==> src/sv/hdtb_ram.sv <==
// Generic simple dual-port RAM with one write port and one registered read port.
// Depends on nothing.
`default_nettype none
module hdtb_ram #(
   parameter int WIDTH = 8,
   parameter int DEPTH = 256
) (
   input  wire logic                     clock,
   input  wire logic                     wr_en,
   input  wire logic [$clog2(DEPTH)-1:0] wr_addr,
   input  wire logic [WIDTH-1:0]         wr_data,
   input  wire logic                     rd_en,
   input  wire logic [$clog2(DEPTH)-1:0] rd_addr,
   output logic      [WIDTH-1:0]         rd_data
);

   logic [WIDTH-1:0] mem_ff [DEPTH];

   // Write and registered read; the read data holds until the next read.
   always_ff @(posedge clock) begin
      if (wr_en) begin
         mem_ff[wr_addr] <= wr_data;
      end
      if (rd_en) begin
         rd_data <= mem_ff[rd_addr];
      end
   end

endmodule
`default_nettype wire

==> config.mk <==
export PLATFORM = sky130hd
export DESIGN_NAME = hdtb_ram
export DESIGN_NICKNAME = d
export VERILOG_FILES = /design/src/sv/hdtb_ram.sv
export SDC_FILE = /design/constraint.sdc
export NUM_CORES = 2
export LEC_CHECK = 0
export BUFFER_PORTS_ARGS = -buffer_cell sky130_fd_sc_hd__buf_2
export CELL_PAD_IN_SITES_DETAIL_PLACEMENT = 1
export CELL_PAD_IN_SITES_GLOBAL_PLACEMENT = 1
export CORE_UTILIZATION = 35
export CTS_CLUSTER_DIAMETER = 200
export DETAILED_ROUTE_END_ITERATION = 12
export PLACE_DENSITY = 0.51
export SYNTH_ARGS = -nofsm -noshare
export SYNTH_HDL_FRONTEND = slang
export SYNTH_SLANG_ARGS = --single-unit
==> constraint.sdc <==
create_clock -name clock -period 2.04 [get_ports clock]
set_input_delay 0.102 -clock clock [delete_from_list [all_inputs] [get_ports clock]]
set_output_delay 0.102 -clock clock [all_outputs]
set_load 0.02 [all_outputs]
After elaboration in Yosys (flattened, before gate mapping)

Memory sizes are Yosys's and may differ from the RTL's. A register that Yosys moved wholly into a read port is not among the register bits.
Index checks and enable logic that the tools add are counted.

Word-level logic and storage cells: 3
Bits in registers: 0
Output and inout port bits: 8
Memories kept: 1
Memory bits (writable): 2,048
Bits of input ports: 27

Memories:

| memory | depth | width | read ports | clocked after memory_dff | wr ports | line | text |
|---|---|---|---|---|---|---|---|
| mem_ff | 256   | 8     | 1          | 1                        | 1        | 17   | `logic [WIDTH-1:0] mem_ff [DEPTH];` |

Mux-type cells: 2

Operators by type and width:

| operator | count |
|---|---|
| $mux W1  | 2 |

Logic depth before layout (Yosys ltp)

Word-level depth: 2
Depth in mapped cells: 11
Gate-level depth less buffers: 6

Least setup slack after synthesis

Ideal clock, no wire load.

Path type: input to register
From: in rd_addr[0]
To: reg rd_data[2], read port of mem_ff, data pin
Required time: 1.771 ns
Path slack: -0.138 ns
Library setup time: 0.269 ns
Stages: 9
Buffers on the path: 4
Data arrival time: 1.909 ns
Cells stage by stage: buf_6 buf_12 buf_8 buf_2 mux4_2 a22oi_1 a21oi_1 nor4_1 nor4_2

RTL lines:

| what               | line | text |
|---|---|---|
| start: declaration | 13   | `input wire logic [$clog2(DEPTH)-1:0] rd_addr,` |
| end: declaration   | 14   | `output logic [WIDTH-1:0] rd_data` |

==> summary.json <==
{
  "run_status": {
    "outcome": "finished with violations",
    "failed_checks": "setup timing"
  },
  "worst_setup_path": {
    "timing.critical_path.slowest_stage_cell": "mux4_2",
    "worst-endpoint-arrival_ps": 3100,
    "timing.setup.critical_path_class": "register to register",
    "worst_setup_path_end_kind": "register",
    "critPathLaunchType": "register",
    "reg_to_reg_end": "rd_data[1]$_DFFE_PP_",
    "worst_path_largest_cell_delay_ps": 520,
    "setup.worst_path.start": "mem_ff[67][1]$_DFFE_PP_",
    "critical_path_required_ps": 2620,
    "rr_worst_depth": 6,
    "critical-path-top-delay-family": "multiplexers",
    "worstPathMaxFanout": 1,
    "cp_num_buf_inv": 1,
    "path_common_cell": "mux4_2",
    "crit-reg2reg-launch": "mem_ff[67][1]$_DFFE_PP_",
    "path_cells": "mux4_2 -> mux4_2 -> nor2b_4 -> nor4_4 -> buf_4 -> nor4_2",
    "ff2ff_setup_slack_ps": -480
  },
  "finish": {
    "final_cell_area_um2": 96600,
    "most_frequent_cells_in_the_layout": "edfxtp_1, buf_4, mux4_2",
    "area_growth_syn_to_layout_pct": 21.3,
    "most_common_library_cell_in_the_layout_ignoring_fill_and_taps": "edfxtp_1",
    "total_nets_final": 4578,
    "finish.cell_count_without_fillers": 7723,
    "drive_above_1_share": 0.351,
    "fin_util": 0.428
  },
  "synth": {
    "synthesis.area_um2": 79600,
    "syn_nets": 3760,
    "avgSynthCellArea_um2": 21.3,
    "yosys_register_bits": 2056,
    "synth.area.top_cells": "edfxtp_1, mux4_2, mux2i_1, nor2_1, a22oi_1",
    "synth_ff_type": "edfxtp_1",
    "synth-warning-count": 0,
    "netlist.area_leader.share": 0.775,
    "postSynthCellCount": 3733,
    "yosysTopAreaCell": "edfxtp_1",
    "synth_edf_count": 2056,
    "synth_cell_types": 54,
    "asyncSetResetFlopFracSynth": 0,
    "ys_seq_area_frac": 0.775
  },
  "job": {
    "maxCapViolCount": 0
  },
  "pwr": {
    "power_per_cell_area_nw_per_um2": 932,
    "leakagePower_nw": 31.3,
    "irDropWorstVdd_mv": 0.784
  },
  "grt": {
    "overflow": 0,
    "maximum_number_of_pins_on_one_net_before_global_route_repair": 89,
    "grt_pass1_wl_mm": 333,
    "grt_antenna_before_repair": 15,
    "grt_pass1_vias": 43200,
    "grt_use_total": 0.204
  },
  "clock_network": {
    "clkSinkCount": 2056,
    "tritoncts": "yes",
    "clock_path_buffers": 3,
    "clk_root_buffer_cell": "clkbuf_16",
    "clk-insertion-delay-late_ps": 860,
    "clkTransAtPathRegs_ps": 60,
    "post-cts-setup-buffer-count": 0,
    "number_of_buffers_created_by_cts": 214,
    "htree_levels": 4
  },
  "placed_design": {
    "globalplace.congestion": 0.804,
    "placedInstanceArea_um2": 89300,
    "detailed_place_hpwl_mm": 157,
    "dpl_worst_slack_ps": -1600,
    "placed_cells_incl_taps": 7317,
    "buffer_ports.inserted": 34
  },
  "routing": {
    "wl_per_cell_um": 30.5,
    "detailedRoute.firstIterationViolations": 3450,
    "via_count": 41100,
    "remaining_antenna_violation_count_after_routing": 0,
    "detail_route.drc_violations": 0,
    "firstDrtPassIters": 5,
    "viasPerCell": 5.32,
    "drt_wl_total_mm": 235
  },
  "min_path": {
    "worstHoldPathCells": 4,
    "hold_path_startpoint": "wr_en",
    "hp-class": "primary input to register",
    "min_delay_worst_endpoint": "mem_ff[210][2]$_DFFE_PP_"
  },
  "die": {
    "dieHeight_um": 479,
    "initial_core_util": 0.353,
    "floorplan.die_area_um2": 229000,
    "io_pins": 35,
    "floorplan.die.width_um": 479,
    "floorplan.core_area_um2": 226000,
    "core.rowCount": 174
  },
  "sta": {
    "finClkSkew_ps": 25.3,
    "fmaxAchievable_mhz": 397,
    "setup_viol_count_final": 8,
    "time_the_worst_path_needs_with_i_o_delays_and_setup_ps": 2520,
    "slew_violations": 0,
    "grt_setup_unrepaired": "true",
    "timing_hold_violations_final": 0,
    "timing.final.crit_share": 1.23,
    "worst_slack_ps": -476,
    "tightest_slew_ps": 720,
    "slew_headroom": 0.520
  }
}
## power breakdown
group / internal [mW] / switching (mW) / leakage (nW)
Sequential: 46.6 / 0.0670 / 18.5
Combinational: 2.11 / 3.26 / 9.49
Clock: 21.6 / 16.4 / 3.30
Total: 70.3 / 19.7 / 31.3
## stage by stage
| step | hold WS, ps | TNS, ps | total power [mW] |
|---|---|---|---|
| after detailed placement | 548 | -10950 | 52.8 |
| after global placement | 542 | -11180 | 52.8 |
| final | 60.2 | -2910 | 90.1 |
| after global routing | 49.7 | -3140 | 92.6 |
| after floorplan | 201 | -86.0 | 49.9 |
| after CTS | 0.866 | -3220 | 90.9 |
## sequential cells by signal (all words and copies together), names as in the netlist
name	cells
mem_ff	2048
rd_data	8
## metal layers
metal  share of wire  global-route usage  vias to the layer above
met3           0.046              0.0286                      287
met4           0.022              0.0477                        4
met5         0.00011                   0                        -
met2            0.49               0.338                      975
met1            0.44               0.286                    22500
li1                -                   -                    17400
## cell families (layout without fill, tap and decap cells)
family	count (synthesis)	after routing	synth area share
flops	2056	2056	0.775
mux	591	591	0.146
simple gates	466	466	0.0263
compound gates	385	385	0.0342
buf+inv	235	1229	0.0183
other cells	0	4	0
## synth_stat cells, types with 13 or more instances
cell / number
edfxtp_1: 2056
mux4_2: 454
nor2_1: 282
mux2i_1: 134
a22oi_1: 133
clkbuf_1: 111
a21oi_1: 96
o221ai_1: 46
nand3_1: 34
nand2_1: 33
buf_2: 31
nor2b_1: 31
o22ai_1: 28
buf_4: 27
nor4_1: 24
buf_1: 22
nor3_1: 22
buf_6: 21
a211oi_1: 16
a221oi_1: 13
buf_8: 13
## worst max path at each step
stage,end,slack (ps),cells after the start
final,rd_data[1]$_DFFE_PP_,-480,6
after global routing,rd_data[1]$_DFFE_PP_,-480,8
after CTS,rd_data[1]$_DFFE_PP_,-480,6
after detailed placement,rd_data[1]$_DFFE_PP_,-1600,9
after global placement,rd_data[1]$_DFFE_PP_,-1600,9
after floorplan,rd_data[0]$_DFFE_PP_,-20,9
## worst register-to-register path, delay by kind of cell, from the launching register on
family	cells	cell delay, ps
DFF	1	350
and+or+nand+nor	3	690
muxes	2	1000
buffers and inverters	1	220
## repair_timing
action / 4_1_cts / 5_1_grt
endpoints found under the hold margin: 1785 / 0
gates cloned: 0 / 0
setup endpoints to repair: 8 / 8
gates resized for setup: 50 / 37
pin swaps: 18 / 24
hold buffers: 14 / 0
## final cells by class
class	instances	area, µm²
Fill cell	21300	129000
Inverter	2	7.51
Multi-Input combinational cell	1442	17100
Timing Repair Buffer	835	7340
Clock inverter	122	1030
Sequential cell	2056	61700
Clock buffer	270	5690
Tap cell	2992	3740
Antenna cell	4	10.0
Note: power is estimated with default switching activity, not from simulation.
